**src/rtl/core/hdaqi_pkg.sv**
```systemverilog
// ----------------------------------------------------------------------------
// hdaqi_pkg
// Shared constants, types and band tables for the hourly dust average block.
// ----------------------------------------------------------------------------
package hdaqi_pkg;

    localparam int NUM_SENSORS = 8;
    localparam int COUNT_BITS  = 12;
    localparam int MAX_RESULTS = 8;
    localparam int REP_LIM     = (NUM_SENSORS < MAX_RESULTS) ? NUM_SENSORS : MAX_RESULTS;

    localparam int SIDX_W  = (NUM_SENSORS > 1) ? $clog2(NUM_SENSORS) : 1;
    localparam int RIDX_W  = $clog2(MAX_RESULTS + 1);
    localparam int CNT_W   = COUNT_BITS;
    localparam int SUM_W   = COUNT_BITS + 16;
    localparam int EDGE_W  = 13;
    localparam int PROD_W  = CNT_W + EDGE_W;
    localparam int DVD_W   = SUM_W + 8;
    localparam int DVS_W   = CNT_W + 12;
    localparam int STEP_W  = $clog2(DVD_W + 1);

    localparam logic [CNT_W-1:0] COUNT_FULL = '1;

    localparam logic [1:0] CFG_LOW_LIMIT  = 2'd0;
    localparam logic [1:0] CFG_HIGH_LIMIT = 2'd1;
    localparam logic [1:0] CFG_SENSORS    = 2'd2;

    localparam logic OP_SAMPLE    = 1'b0;
    localparam logic OP_CLOSE     = 1'b1;
    localparam logic KIND_CHECK   = 1'b0;
    localparam logic KIND_REPORT  = 1'b1;

    localparam logic [8:0] AQI_MAX  = 9'd500;
    localparam logic [2:0] BAND_MAX = 3'd6;

    typedef struct packed {
        logic              op;
        logic [3:0]        sn;
        logic [15:0]       v;
        logic              outl;
        logic              bad_sn;
        logic [RIDX_W-1:0] nrep;
    } item_t;

    typedef struct packed {
        logic        kind;
        logic [3:0]  sensor_id;
        logic        is_outlier;
        logic        dropped;
        logic        has_data;
        logic [11:0] sample_count;
        logic [15:0] average_tenths;
        logic [8:0]  aqi_index;
        logic [2:0]  band;
        logic        last;
    } result_t;

    // band edges in tenths of ug/m3
    function automatic logic [EDGE_W-1:0] edge_in(input logic [2:0] b);
        logic [EDGE_W-1:0] e;
        case (b)
            3'd0:    e = 13'd0;
            3'd1:    e = 13'd120;
            3'd2:    e = 13'd355;
            3'd3:    e = 13'd555;
            3'd4:    e = 13'd1505;
            3'd5:    e = 13'd2505;
            3'd6:    e = 13'd3505;
            default: e = 13'd5505;
        endcase
        return e;
    endfunction

    function automatic logic [8:0] edge_out(input logic [2:0] b);
        logic [8:0] e;
        case (b)
            3'd0:    e = 9'd0;
            3'd1:    e = 9'd50;
            3'd2:    e = 9'd100;
            3'd3:    e = 9'd150;
            3'd4:    e = 9'd200;
            3'd5:    e = 9'd300;
            3'd6:    e = 9'd400;
            default: e = 9'd500;
        endcase
        return e;
    endfunction

    function automatic logic [EDGE_W-1:0] band_in_span(input logic [2:0] b);
        return edge_in(b + 3'd1) - edge_in(b);
    endfunction

    function automatic logic [8:0] band_out_span(input logic [2:0] b);
        return edge_out(b + 3'd1) - edge_out(b);
    endfunction

endpackage

```
**src/rtl/core/hdaqi_front.sv**
```systemverilog
// ----------------------------------------------------------------------------
// hdaqi_front
// Configuration registers, sample classification and a two-entry item queue.
// ----------------------------------------------------------------------------
module hdaqi_front (
    input  logic                 aclk,
    input  logic                 aresetn,
    input  logic                 s_valid,
    output logic                 s_ready,
    input  logic                 s_opcode,
    input  logic [3:0]           s_sensor_number,
    input  logic [15:0]          s_value_tenths,
    input  logic                 cfg_we,
    input  logic [1:0]           cfg_index,
    input  logic [15:0]          cfg_data,
    output logic                 q_valid,
    output hdaqi_pkg::item_t     q_item,
    input  logic                 q_pop
);
    import hdaqi_pkg::*;

    logic [15:0] low_reg;
    logic [15:0] high_reg;
    logic [3:0]  siu_reg;
    item_t       fifo_reg [2];
    logic        wr_ptr_reg;
    logic        rd_ptr_reg;
    logic [1:0]  fill_reg;
    logic [1:0]  fill_next;
    item_t       entry;
    logic        push;

    assign s_ready = (fill_reg != 2'd2);
    assign push    = s_valid && s_ready;
    assign q_valid = (fill_reg != 2'd0);
    assign q_item  = fifo_reg[rd_ptr_reg];

    always_comb begin
        entry.op     = s_opcode;
        entry.sn     = s_sensor_number;
        entry.v      = s_value_tenths;
        entry.outl   = (s_value_tenths < low_reg) || (s_value_tenths > high_reg);
        entry.bad_sn = (s_sensor_number == 4'd0) || (32'(s_sensor_number) > NUM_SENSORS);
        if (siu_reg == 4'd0) begin
            entry.nrep = RIDX_W'(1);
        end else if (32'(siu_reg) > REP_LIM) begin
            entry.nrep = RIDX_W'(REP_LIM);
        end else begin
            entry.nrep = RIDX_W'(siu_reg);
        end
    end

    always_comb begin
        fill_next = fill_reg;
        if (push && !q_pop) begin
            fill_next = fill_reg + 2'd1;
        end else if (!push && q_pop) begin
            fill_next = fill_reg - 2'd1;
        end
    end

    always_ff @(posedge aclk) begin
        if (!aresetn) begin
            low_reg    <= 16'd50;
            high_reg   <= 16'd5505;
            siu_reg    <= 4'd8;
            wr_ptr_reg <= 1'b0;
            rd_ptr_reg <= 1'b0;
            fill_reg   <= 2'd0;
        end else begin
            if (cfg_we) begin
                unique case (cfg_index)
                    CFG_LOW_LIMIT:  low_reg  <= cfg_data;
                    CFG_HIGH_LIMIT: high_reg <= cfg_data;
                    CFG_SENSORS:    siu_reg  <= cfg_data[3:0];
                    default: ;
                endcase
            end
            if (push) begin
                wr_ptr_reg <= !wr_ptr_reg;
            end
            if (q_pop) begin
                rd_ptr_reg <= !rd_ptr_reg;
            end
            fill_reg <= fill_next;
        end
    end

    always_ff @(posedge aclk) begin
        if (push) begin
            fifo_reg[wr_ptr_reg] <= entry;
        end
    end

endmodule

```
**src/rtl/core/hdaqi_div.sv**
```systemverilog
// ----------------------------------------------------------------------------
// hdaqi_div
// Restoring divider, one quotient bit per cycle.
// ----------------------------------------------------------------------------
module hdaqi_div (
    input  logic                        aclk,
    input  logic                        aresetn,
    input  logic                        start,
    input  logic [hdaqi_pkg::DVD_W-1:0] dividend,
    input  logic [hdaqi_pkg::DVS_W-1:0] divisor,
    output logic                        done,
    output logic [hdaqi_pkg::DVD_W-1:0] quotient
);
    import hdaqi_pkg::*;

    logic [DVS_W-1:0]  rem_reg;
    logic [DVD_W-1:0]  quo_reg;
    logic [DVS_W-1:0]  d_reg;
    logic [STEP_W-1:0] step_reg;
    logic              run_reg;
    logic              done_reg;
    logic [DVS_W:0]    trial;
    logic [DVS_W:0]    diff;
    logic              ge;

    assign trial    = {rem_reg, quo_reg[DVD_W-1]};
    assign ge       = (trial >= {1'b0, d_reg});
    assign diff     = trial - {1'b0, d_reg};
    assign done     = done_reg;
    assign quotient = quo_reg;

    always_ff @(posedge aclk) begin
        if (!aresetn) begin
            run_reg  <= 1'b0;
            done_reg <= 1'b0;
            step_reg <= '0;
        end else begin
            done_reg <= 1'b0;
            if (start) begin
                run_reg  <= 1'b1;
                step_reg <= STEP_W'(DVD_W);
            end else if (run_reg) begin
                step_reg <= step_reg - STEP_W'(1);
                if (step_reg == STEP_W'(1)) begin
                    run_reg  <= 1'b0;
                    done_reg <= 1'b1;
                end
            end
        end
    end

    always_ff @(posedge aclk) begin
        if (start) begin
            rem_reg <= '0;
            quo_reg <= dividend;
            d_reg   <= divisor;
        end else if (run_reg) begin
            rem_reg <= ge ? diff[DVS_W-1:0] : trial[DVS_W-1:0];
            quo_reg <= {quo_reg[DVD_W-2:0], ge};
        end
    end

endmodule

```
**src/rtl/core/hdaqi_back.sv**
```systemverilog
// ----------------------------------------------------------------------------
// hdaqi_back
// Hourly accumulators, report sequencer and result register.
// ----------------------------------------------------------------------------
module hdaqi_back (
    input  logic                 aclk,
    input  logic                 aresetn,
    input  logic                 q_valid,
    input  hdaqi_pkg::item_t     q_item,
    output logic                 q_pop,
    output logic                 m_valid,
    input  logic                 m_ready,
    output hdaqi_pkg::result_t   m_result
);
    import hdaqi_pkg::*;

    typedef enum logic [11:0] {
        ST_IDLE     = 12'b000000000001,
        ST_LOAD     = 12'b000000000010,
        ST_CHK      = 12'b000000000100,
        ST_BAND     = 12'b000000001000,
        ST_AVG_GO   = 12'b000000010000,
        ST_AVG_WAIT = 12'b000000100000,
        ST_P1       = 12'b000001000000,
        ST_P2       = 12'b000010000000,
        ST_P3       = 12'b000100000000,
        ST_AQI_GO   = 12'b001000000000,
        ST_AQI_WAIT = 12'b010000000000,
        ST_EMIT     = 12'b100000000000
    } state_t;

    state_t            st_reg;
    state_t            st_next;
    logic [SUM_W-1:0]  sum_reg [NUM_SENSORS];
    logic [CNT_W-1:0]  cnt_reg [NUM_SENSORS];
    logic [RIDX_W-1:0] idx_reg;
    logic [RIDX_W-1:0] n_reg;
    logic [SUM_W-1:0]  s_reg;
    logic [CNT_W-1:0]  c_reg;
    logic [2:0]        b_reg;
    logic              sat_reg;
    logic [15:0]       avg_reg;
    logic [8:0]        aqi_reg;
    logic [SUM_W-1:0]  diff_reg;
    logic [DVD_W-1:0]  num_reg;
    logic [DVS_W-1:0]  den_reg;
    result_t           out_reg;
    logic              m_valid_reg;

    logic              out_free;
    logic [SIDX_W-1:0] samp_idx;
    logic [SIDX_W-1:0] rep_idx;
    logic              full;
    logic              accum;
    logic [2:0]        edge_sel;
    logic [PROD_W-1:0] prod;
    logic              div_start;
    logic [DVD_W-1:0]  div_dvd;
    logic [DVS_W-1:0]  div_dvs;
    logic              div_done;
    logic [DVD_W-1:0]  div_quo;
    logic              rep_last;

    assign out_free = !m_valid_reg || m_ready;
    assign m_valid  = m_valid_reg;
    assign m_result = out_reg;
    assign samp_idx = SIDX_W'(32'(q_item.sn) - 1);
    assign rep_idx  = SIDX_W'(idx_reg);
    assign full     = (cnt_reg[samp_idx] == COUNT_FULL);
    assign accum    = !q_item.outl && !q_item.bad_sn && !full;
    assign q_pop    = (st_reg == ST_IDLE) && q_valid && ((q_item.op == OP_CLOSE) || out_free);
    assign rep_last = ((idx_reg + RIDX_W'(1)) == n_reg);

    // shared edge multiplier for the top-edge check and the band search
    assign edge_sel = (st_reg == ST_CHK) ? 3'd7 : (b_reg + 3'd1);
    assign prod     = PROD_W'(edge_in(edge_sel)) * PROD_W'(c_reg);

    assign div_start = (st_reg == ST_AVG_GO) || (st_reg == ST_AQI_GO);
    assign div_dvd   = (st_reg == ST_AVG_GO) ? (DVD_W'({s_reg, 1'b0}) + DVD_W'(c_reg))
                                             : ({num_reg[DVD_W-2:0], 1'b0} + DVD_W'(den_reg));
    assign div_dvs   = (st_reg == ST_AVG_GO) ? DVS_W'({c_reg, 1'b0})
                                             : {den_reg[DVS_W-2:0], 1'b0};

    hdaqi_div u_div (
        .aclk     (aclk),
        .aresetn  (aresetn),
        .start    (div_start),
        .dividend (div_dvd),
        .divisor  (div_dvs),
        .done     (div_done),
        .quotient (div_quo)
    );

    always_comb begin
        st_next = st_reg;
        unique case (st_reg)
            ST_IDLE: begin
                if (q_pop && (q_item.op == OP_CLOSE)) begin
                    st_next = ST_LOAD;
                end
            end
            ST_LOAD: begin
                st_next = (cnt_reg[rep_idx] == '0) ? ST_EMIT : ST_CHK;
            end
            ST_CHK: begin
                st_next = (SUM_W'(s_reg) > SUM_W'(prod)) ? ST_AVG_GO : ST_BAND;
            end
            ST_BAND: begin
                if (!((b_reg < BAND_MAX) && (SUM_W'(s_reg) >= SUM_W'(prod)))) begin
                    st_next = ST_AVG_GO;
                end
            end
            ST_AVG_GO:   st_next = ST_AVG_WAIT;
            ST_AVG_WAIT: begin
                if (div_done) begin
                    st_next = sat_reg ? ST_EMIT : ST_P1;
                end
            end
            ST_P1:       st_next = ST_P2;
            ST_P2:       st_next = ST_P3;
            ST_P3:       st_next = ST_AQI_GO;
            ST_AQI_GO:   st_next = ST_AQI_WAIT;
            ST_AQI_WAIT: begin
                if (div_done) begin
                    st_next = ST_EMIT;
                end
            end
            ST_EMIT: begin
                if (out_free) begin
                    st_next = rep_last ? ST_IDLE : ST_LOAD;
                end
            end
            default: st_next = ST_IDLE;
        endcase
    end

    always_ff @(posedge aclk) begin
        if (!aresetn) begin
            st_reg      <= ST_IDLE;
            m_valid_reg <= 1'b0;
            idx_reg     <= '0;
            n_reg       <= '0;
            for (int i = 0; i < NUM_SENSORS; i++) begin
                sum_reg[i] <= '0;
                cnt_reg[i] <= '0;
            end
        end else begin
            st_reg <= st_next;
            if ((q_pop && (q_item.op == OP_SAMPLE)) || ((st_reg == ST_EMIT) && out_free)) begin
                m_valid_reg <= 1'b1;
            end else if (m_ready) begin
                m_valid_reg <= 1'b0;
            end
            if (q_pop) begin
                if (q_item.op == OP_SAMPLE) begin
                    if (accum) begin
                        sum_reg[samp_idx] <= sum_reg[samp_idx] + SUM_W'(q_item.v);
                        cnt_reg[samp_idx] <= cnt_reg[samp_idx] + CNT_W'(1);
                    end
                end else begin
                    idx_reg <= '0;
                    n_reg   <= q_item.nrep;
                end
            end
            if ((st_reg == ST_EMIT) && out_free) begin
                idx_reg     <= idx_reg + RIDX_W'(1);
                if (rep_last) begin
                    // hour closed: start the next one empty
                    for (int i = 0; i < NUM_SENSORS; i++) begin
                        sum_reg[i] <= '0;
                        cnt_reg[i] <= '0;
                    end
                end
            end
        end
    end

    always_ff @(posedge aclk) begin
        unique case (st_reg)
            ST_LOAD: begin
                s_reg   <= sum_reg[rep_idx];
                c_reg   <= cnt_reg[rep_idx];
                b_reg   <= 3'd0;
                sat_reg <= 1'b0;
                avg_reg <= 16'd0;
                aqi_reg <= 9'd0;
            end
            ST_CHK: begin
                if (SUM_W'(s_reg) > SUM_W'(prod)) begin
                    sat_reg <= 1'b1;
                    aqi_reg <= AQI_MAX;
                    b_reg   <= BAND_MAX;
                end
            end
            ST_BAND: begin
                if ((b_reg < BAND_MAX) && (SUM_W'(s_reg) >= SUM_W'(prod))) begin
                    b_reg <= b_reg + 3'd1;
                end
            end
            ST_AVG_WAIT: begin
                if (div_done) begin
                    avg_reg <= div_quo[15:0];
                end
            end
            ST_P1: diff_reg <= s_reg - SUM_W'(PROD_W'(edge_in(b_reg)) * PROD_W'(c_reg));
            ST_P2: num_reg  <= DVD_W'(DVD_W'(diff_reg) * DVD_W'(band_out_span(b_reg)));
            ST_P3: den_reg  <= DVS_W'(DVS_W'(band_in_span(b_reg)) * DVS_W'(c_reg));
            ST_AQI_WAIT: begin
                if (div_done) begin
                    aqi_reg <= edge_out(b_reg) + div_quo[8:0];
                end
            end
            default: ;
        endcase

        if (q_pop && (q_item.op == OP_SAMPLE)) begin
            out_reg.kind           <= KIND_CHECK;
            out_reg.sensor_id      <= q_item.sn;
            out_reg.is_outlier     <= q_item.outl;
            out_reg.dropped        <= q_item.bad_sn || (!q_item.outl && full);
            out_reg.has_data       <= 1'b0;
            out_reg.sample_count   <= 12'd0;
            out_reg.average_tenths <= 16'd0;
            out_reg.aqi_index      <= 9'd0;
            out_reg.band           <= 3'd0;
            out_reg.last           <= 1'b1;
        end else if ((st_reg == ST_EMIT) && out_free) begin
            out_reg.kind           <= KIND_REPORT;
            out_reg.sensor_id      <= 4'(idx_reg + RIDX_W'(1));
            out_reg.is_outlier     <= 1'b0;
            out_reg.dropped        <= 1'b0;
            out_reg.has_data       <= (c_reg != '0);
            out_reg.sample_count   <= 12'(c_reg);
            out_reg.average_tenths <= avg_reg;
            out_reg.aqi_index      <= aqi_reg;
            out_reg.band           <= (c_reg != '0) ? b_reg : 3'd0;
            out_reg.last           <= rep_last;
        end
    end

endmodule

```
**src/rtl/core/hourly_dust_average_aqi_top.sv**
```systemverilog
// ----------------------------------------------------------------------------
// hourly_dust_average_aqi_top
// Hourly dust averaging with outlier check and PM2.5 air quality index.
// ----------------------------------------------------------------------------
// A sample item gives one check result. An hour-close item gives one report
// per sensor in use. A sensor with no samples goes from the load state straight
// to emit. Any other report runs the top-edge check and a band search on the
// one edge multiplier, then the average and the AQI scaling on the bit-serial
// divider that is shared by both; a mean above the top band edge skips the AQI
// division. Output stalls hold a report in the emit state. A two-entry queue
// lets new items be taken while a report is being worked out.
module hourly_dust_average_aqi_top (
    input  logic        aclk,
    input  logic        aresetn,
    input  logic        s_valid,
    output logic        s_ready,
    input  logic        s_opcode,
    input  logic [3:0]  s_sensor_number,
    input  logic [15:0] s_value_tenths,
    output logic        m_valid,
    input  logic        m_ready,
    output logic        m_kind,
    output logic [3:0]  m_sensor_id,
    output logic        m_is_outlier,
    output logic        m_dropped,
    output logic        m_has_data,
    output logic [11:0] m_sample_count,
    output logic [15:0] m_average_tenths,
    output logic [8:0]  m_aqi_index,
    output logic [2:0]  m_band,
    output logic        m_last,
    input  logic        cfg_we,
    input  logic [1:0]  cfg_index,
    input  logic [15:0] cfg_data
);
    import hdaqi_pkg::*;

    item_t   q_item;
    logic    q_valid;
    logic    q_pop;
    result_t res;

    hdaqi_front u_front (
        .aclk            (aclk),
        .aresetn         (aresetn),
        .s_valid         (s_valid),
        .s_ready         (s_ready),
        .s_opcode        (s_opcode),
        .s_sensor_number (s_sensor_number),
        .s_value_tenths  (s_value_tenths),
        .cfg_we          (cfg_we),
        .cfg_index       (cfg_index),
        .cfg_data        (cfg_data),
        .q_valid         (q_valid),
        .q_item          (q_item),
        .q_pop           (q_pop)
    );

    hdaqi_back u_back (
        .aclk     (aclk),
        .aresetn  (aresetn),
        .q_valid  (q_valid),
        .q_item   (q_item),
        .q_pop    (q_pop),
        .m_valid  (m_valid),
        .m_ready  (m_ready),
        .m_result (res)
    );

    assign m_kind           = res.kind;
    assign m_sensor_id      = res.sensor_id;
    assign m_is_outlier     = res.is_outlier;
    assign m_dropped        = res.dropped;
    assign m_has_data       = res.has_data;
    assign m_sample_count   = res.sample_count;
    assign m_average_tenths = res.average_tenths;
    assign m_aqi_index      = res.aqi_index;
    assign m_band           = res.band;
    assign m_last           = res.last;

`ifndef SYNTHESIS
    a_check_last: assert property (@(posedge aclk) disable iff (!aresetn)
        (m_valid && (m_kind == KIND_CHECK)) |-> m_last)
        else $error("check result without last");

    a_check_clean: assert property (@(posedge aclk) disable iff (!aresetn)
        (m_valid && (m_kind == KIND_CHECK)) |-> (!m_has_data && (m_sample_count == 12'd0)))
        else $error("check result carries report data");

    a_empty_report: assert property (@(posedge aclk) disable iff (!aresetn)
        (m_valid && (m_kind == KIND_REPORT) && !m_has_data)
            |-> ((m_sample_count == 12'd0) && (m_aqi_index == 9'd0)))
        else $error("empty report carries data");

    a_aqi_range: assert property (@(posedge aclk) disable iff (!aresetn)
        m_valid |-> ((m_aqi_index <= AQI_MAX) && (m_band <= BAND_MAX)))
        else $error("aqi or band out of range");
`endif

endmodule
```
**config.mk**
```make
export PLATFORM = sky130hd
export DESIGN_NAME = hourly_dust_average_aqi_top
export DESIGN_NICKNAME = d
export VERILOG_FILES = /design/src/rtl/core/hdaqi_pkg.sv /design/src/rtl/core/hdaqi_front.sv /design/src/rtl/core/hdaqi_div.sv /design/src/rtl/core/hdaqi_back.sv /design/src/rtl/core/hourly_dust_average_aqi_top.sv
export SDC_FILE = /design/constraint.sdc
export NUM_CORES = 2
export LEC_CHECK = 0
export ABC_AREA = 1
export BUFFER_PORTS_ARGS = -buffer_cell sky130_fd_sc_hd__buf_2
export CAP_MARGIN = 15
export CORE_ASPECT_RATIO = 0.9
export CORE_MARGIN = 4
export CORE_UTILIZATION = 24
export CTS_BUF_LIST = sky130_fd_sc_hd__clkbuf_8 sky130_fd_sc_hd__clkbuf_16
export CTS_CLUSTER_SIZE = 40
export DETAILED_ROUTE_END_ITERATION = 8
export SLEW_MARGIN = 0
export SYNTH_ARGS = -nofsm -noshare
export SYNTH_HDL_FRONTEND = slang
export SYNTH_SLANG_ARGS = --single-unit
```
**constraint.sdc**
```tcl
create_clock -name aclk -period 7.6 [get_ports aclk]
set_clock_uncertainty 0.15 [all_clocks]
set_input_delay 0.76 -clock aclk [delete_from_list [all_inputs] [get_ports aclk]]
set_output_delay 0.76 -clock aclk [all_outputs]
set_load 0.02 [all_outputs]
```
Word level (Yosys, flattened, before mapping)
Memories as Yosys holds them, arrays and structs flattened. A register that Yosys moved wholly into a read port is not among the register bits.
Index checks and enable logic that the tools add are counted.
Word-level totals
  memories: 3
  input port bits: 44
  register bits after elaboration: 330
  memory bits (writable): 374
  word-level logic and storage cells: 282
Operators by class
  $lt $le $gt $ge: 8
  bitwise operators: 19
  $add $sub $neg: 15
  multipliers: 4
  muxes and demuxes: 94
  equal/unequal tests: 43
  reductions and logical operators: 60
Memories
  u_back.sum_reg: words 8, width 28, rd ports 2, clocked after Yosys merged registers in 1, wr ports 8, line hdaqi_back.sv:34  | logic [SUM_W-1:0] sum_reg [NUM_SENSORS];
  u_back.cnt_reg: words 8, width 12, rd ports 2, clocked after Yosys merged registers in 1, wr ports 8, line hdaqi_back.sv:35  | logic [CNT_W-1:0] cnt_reg [NUM_SENSORS];
  u_front.fifo_reg: words 2, width 27, rd ports 1, clocked after Yosys merged registers in 1, wr ports 1, line hdaqi_front.sv:25  | item_t fifo_reg [2];
Operators with widths (number)
  case mux 13 bit (7 select lines): 3
  2-to-1 mux 28 bit: 9
  2-to-1 mux 12 bit: 16
  case mux 12 bit (12 select lines): 1
  case mux 9 bit (7 select lines): 2
  2-to-1 mux 36 bit: 3
  2-to-1 mux 48 bit: 2
  2-to-1 mux 9 bit: 6
  2-to-1 mux 13 bit: 4
  multiplier 13 x 12 -> 25 bit: 2
  adder 36 x 24 -> 36 bit: 1
  multiplier 28 x 9 -> 35 bit: 1
  case mux 16 bit (2 select lines): 1
  adder 29 x 12 -> 30 bit: 1
  adder 28 x 16 -> 28 bit: 1
  greater-or-equal comparator 28 x 25 -> 1 bit: 1
  > comparator 28 x 25 -> 1 bit: 1
  OR reduction 28 bit: 1
  subtractor 28 x 25 -> 28 bit: 1
  equality test 3 bit (second input constant): 9
  case mux 9 bit (3 select lines): 1
  greater-or-equal comparator 25 x 24 -> 1 bit: 1
  equality test 12 bit (second input constant): 2
  multiplier 13 x 12 -> 24 bit: 1
  62 further kinds: 172

Depth between registers and ports, before layout
An unclocked memory read counts as a cell.
  depth in word-level cells: 12
  gate-level depth with buffers: 44
  depth with buffers taken out: 44

By module
Synthesis repeated with hierarchy kept, for this count alone.
Unflattened totals
  cell total of the unflattened synthesis: 7975
  area, all modules: 64140.3 sq um
By module, submodules not included
  hdaqi_back: area each 54229.5 sq um, seq. area each 15785.1 sq um, times used 1, cells an instance 6806
  hdaqi_div: area each 5689.2 sq um, seq. area each 2442.3 sq um, times used 1, cells an instance 785
  hdaqi_front: area each 4221.5 sq um, seq. area each 2442.3 sq um, times used 1, cells an instance 384

Worst setup path before layout
OpenSTA, ideal clock, no wires.
  path kind: register -> register
  start: reg u_back.b_reg[0]
  end: reg u_back.aqi_reg[0] (enable)
  slack: -438 ps
  library setup time: 337 ps
  stages on the path, launching flop included: 40
  arrival time: 7550 ps
  period minus slack after synthesis: 8038 ps
  cells stage by stage: edfxtp_1 -> clkbuf_1 -> inv_1 -> clkbuf_1 -> ha_1 -> inv_1 -> nor3_1 -> inv_1 -> nor2_1 -> a21oi_1 -> inv_1 -> nand2_1 -> fa_1 -> fa_1 -> inv_1 -> fa_1 -> fa_1 -> inv_1 -> [... 4 more ...] -> o21ai_0 -> a21oi_1 -> o21ai_0 -> inv_1 -> o21bai_1 -> nand2_1 -> nand2_1 -> xnor2_1 -> ha_1 -> nand2_1 -> nor2_1 -> nand2_1 -> nor3b_1 -> nand2_1 -> nand2_1 -> nand2_1 -> nand2_1 -> and3_1
Between the ends
  word-level cells in the longest chain between the ends: 8
  elaborated cells on any way between the ends: 14
  classes of those cells: add/sub: 1; mul: 1; order compare: 1; eq/ne: 7; mux: 2; reduce/logical: 2
Ends and longest elaborated chain
  start, declared: line hdaqi_back.sv:40  | logic [2:0] b_reg;
  start signal, assigned: line hdaqi_back.sv:197  | b_reg <= b_reg + 3'd1;
  adder 3 x 1 -> 3 bit *: line hdaqi_back.sv:75  | assign edge_sel = (st_reg == ST_CHK) ? 3'd7 : (b_reg + 3'd1);
  2-to-1 mux 3 bit *: line hdaqi_back.sv:75
  equality test 3 bit (tied with other cells): line hdaqi_pkg.sv:61  | case (b)
  case mux 13 bit (7 select lines) *: line hdaqi_pkg.sv:61
  multiplier 13 x 12 -> 25 bit *: line hdaqi_back.sv:76  | assign prod = PROD_W'(edge_in(edge_sel)) * PROD_W'(c_reg);
  > comparator 28 x 25 -> 1 bit *: line hdaqi_back.sv:189  | if (SUM_W'(s_reg) > SUM_W'(prod)) begin
  inequality test 2 bit (no source line) *
  AND reduction 3 bit (no source line) *
  end signal, assigned: line hdaqi_back.sv:210  | aqi_reg <= edge_out(b_reg) + div_quo[8:0];
  end, declared: line hdaqi_back.sv:43  | logic [8:0] aqi_reg;
Mark *: on every way between the ends. The rest lies on a longest branch, timed or not.
A chain may end at the register's enable or synchronous reset.

Final worst setup path
  start: reg u_back.b_reg[1]
  end: reg u_back.b_reg[1] (enable)
Between the ends
  word-level cells in the longest chain between the ends: 9
  elaborated cells on any way between the ends: 18
  classes of those cells: add/sub: 1; mul: 1; order compare: 3; eq/ne: 8; mux: 2; reduce/logical: 3
Ends and longest elaborated chain
  adder 3 x 1 -> 3 bit: line hdaqi_back.sv:75
  2-to-1 mux 3 bit: line hdaqi_back.sv:75
  equality test 3 bit (tied with other cells): line hdaqi_pkg.sv:61
  case mux 13 bit (7 select lines): line hdaqi_pkg.sv:61
  multiplier 13 x 12 -> 25 bit: line hdaqi_back.sv:76
  greater-or-equal comparator 28 x 25 -> 1 bit: line hdaqi_back.sv:196  | if ((b_reg < BAND_MAX) && (SUM_W'(s_reg) >= SUM_W'(prod))) begin
  logical AND 1 bit: line hdaqi_back.sv:196
  inequality test 2 x 1 -> 1 bit (no source line)
  AND reduction 3 bit (no source line) *
Marked as above.

==> reports/results.tsv <==
metric	value	unit
ant_nets	0	
synthesis.nets	8760	
critPathLaunch	u_back.b_reg[1]	
grt_pass1_wl	309000	µm
core_area	0.262	mm²
drive_gt1_share	10.1	%
reg2regPathDepth	36	
ys.flop_type	edfxtp_1	
cp-endpoint	u_back.b_reg[1]	
final_util	27.9	%
synth_cell_types	63	
num_io_pins	95	
fin_crit_sh	98.0	%
synth.yosys.warnings	0	
synth_area_leaders	edfxtp_1 (28%), fa_1 (16%), nand2_1 (9.5%), ha_1 (9.2%), inv_1 (8.1%)	
cts_tree	yes	
largest_reg_flops	224	
relSlewSlack	23.0	%
drc_errors	0	
yosysTopAreaCell	edfxtp_1	
slowest_delay	0.53	ns
seq_area	0.0206	mm²
reg2reg_from	u_back.b_reg[1]	
setup_viol	0	
synth_top_area_share	28.1	%
fin_setup_tns	0	ns
crit_slowest_cell	fa_1	
grt_pass1_vias	52029	
end_kind	flop	
clk_path_buf_depth	3	
fin_ws	0.149	ns
routed_wirelength	203000	µm
cp-start-kind	flop	
vias	53088	
cts_sinks	734	
syn_avg_cell_area	8.18	µm²
gp_congestion	0.935	
crit_arrival	7.72	ns
cp_data_required_time	7.87	ns
synth_area	0.0635	mm²
area_growth	15.1	%
dp_hpwl	149000	µm
rows	178	
cts_inserted_buffers	77	
drv_cap	0	
nFillCells	28255	
period_needed	7.45	ns
synthCells	7757	
hold_viol	0	
vias_per_cell	4.59	
synth_seq_cells	734	
timing.rr.end	u_back.b_reg[1]	
drt_pre_antenna_iters	7	
multi_input_area	0.0371	mm²
grt_setup_unrepaired	yes	
async_flop_share	0	%
grt_max_degree	114	
portBuffers	94	
ys_seq_area_share	32.5	%
tightest_slew	1.15	ns
cp_common_cell	fa_1	
place_ws	-0.294	ns
hp-class	input port to flop	
drv_slew	0	
routedWlPerCell	17.5	µm
antenna_found_initial	4	
die_area	0.273	mm²
grt_use_total	14.5	%
hold-worst-slack	0.0940	ns
max_freq	134	MHz
r2r_slack	0.15	ns
clk_latency	0.71	ns
die-width	550	µm
status	finished, final reports clean	
synth-edff-count	594	
clk_pin_slew	0.06	ns
start_util	24.2	%
drt_iter0_markers	5319	
overflow	0	
nets	8989	
cts_root_buffer	clkbuf_16	
cts_max_level	3	
cp_max_fo	5	
worstSetupPathType	flop to flop	
die_h	496	µm
-- metrics by stage --
stage	cells	instance area [µm²]
2_1_floorplan	7757	63500
3_3_place_gp	11389	69200
3_5_place_dp	11389	69200
4_1_cts	11534	72000
5_1_grt	11561	73000
6_report	11567	73000
-- layer usage --
metal  part of all wire, %  track usage, %
met5                     0               0
met4                   2.7            3.81
met3                   9.1            3.22
met2                    44            23.0
met1                    44            20.0
-- what timing repair did --
item / CTS / global route
pin swaps: 8 / 88
hold buffers: 0 / 0
endpoints found under the setup margin: 32 / 56
cloned: 0 / 1
hold endpoints to repair: 0 / 0
gates resized for setup: 34 / 202
setup buffers: 2 / 24
-- cells in the mapped netlist (19+ instances only) --
| master | instances |
|---|---|
| edfxtp_1 | 594 |
| nor4_1 | 19 |
| a21oi_1 | 362 |
| ha_1 | 466 |
| o211ai_1 | 75 |
| nand4_1 | 57 |
| a22oi_1 | 38 |
| fa_1 | 493 |
| dfxtp_1 | 140 |
| o21ai_0 | 449 |
| nand3_1 | 211 |
| a31oi_1 | 50 |
| xor2_1 | 103 |
| nand2_1 | 1606 |
| or2_2 | 23 |
| nor2_1 | 1078 |
| xnor2_1 | 58 |
| o22ai_1 | 58 |
| buf_6 | 42 |
| nor3_1 | 53 |
| clkbuf_1 | 184 |
| o21ai_1 | 25 |
| inv_1 | 1362 |
-- layout make-up --
| type | instances | share of cell area, % |
|---|---|---|
| sequential | 734 | 28.3 |
| clock inverter | 58 | 0.841 |
| inverter | 1389 | 7.16 |
| tap | 3510 | 6.01 |
| timing repair buffer | 416 | 4.11 |
| antenna | 7 | 0.0240 |
| clock buffer | 85 | 2.83 |
| multi-input combinational | 5368 | 50.8 |
-- cell usage in the layout, fill, tap and decap left out, types with 202 or more instances in the layout --
cell type	n
a21oi_1	336
buf_4	304
edfxtp_1	594
fa_1	488
ha_1	437
inv_1	1349
nand2_1	1568
nand3_1	202
nor2_1	1052
o21ai_0	430
-- worst max-delay path, delay by kind of cell, from the launching register on --
| family | cells | cell delay [ns] |
|---|---|---|
| compound gates | 7 | 0.85 |
| xor+xnor | 1 | 0.12 |
| fa+ha+maj | 9 | 3.49 |
| buf+inv | 9 | 0.84 |
| flops | 1 | 0.44 |
| simple gates | 10 | 1.24 |
-- cells by family (layout without fill, tap and decap cells) --
group | Yosys count | count (layout) | share of synthesized area, %
xor+xnor | 165 | 165 | 2.36
mux | 3 | 3 | 0.0473
simple gates | 3099 | 3100 | 19.8
compound gates | 1141 | 1141 | 10.0
fa+ha+maj | 959 | 959 | 24.7
flops | 734 | 734 | 32.5
buf+inv | 1656 | 1948 | 10.5
other cells | 0 | 7 | 0
-- how the worst min path moves through the flow --
stage | startpoint | end | depth (start not counted)
floorplan | u_front.high_reg[11] | u_front.high_reg[11] | 2
global placement | u_back.m_result[3] | u_back.m_result[3] | 2
detailed placement | u_back.m_result[40] | u_back.m_result[40] | 2
CTS | s_opcode | u_front.fifo_reg[1][26] | 1
global route | s_opcode | u_front.fifo_reg[1][26] | 1
finish | s_opcode | u_front.fifo_reg[1][26] | 1
Power is not shown: default switching activity piles up to over one toggle a cycle in this logic, so the estimate is an artifact.
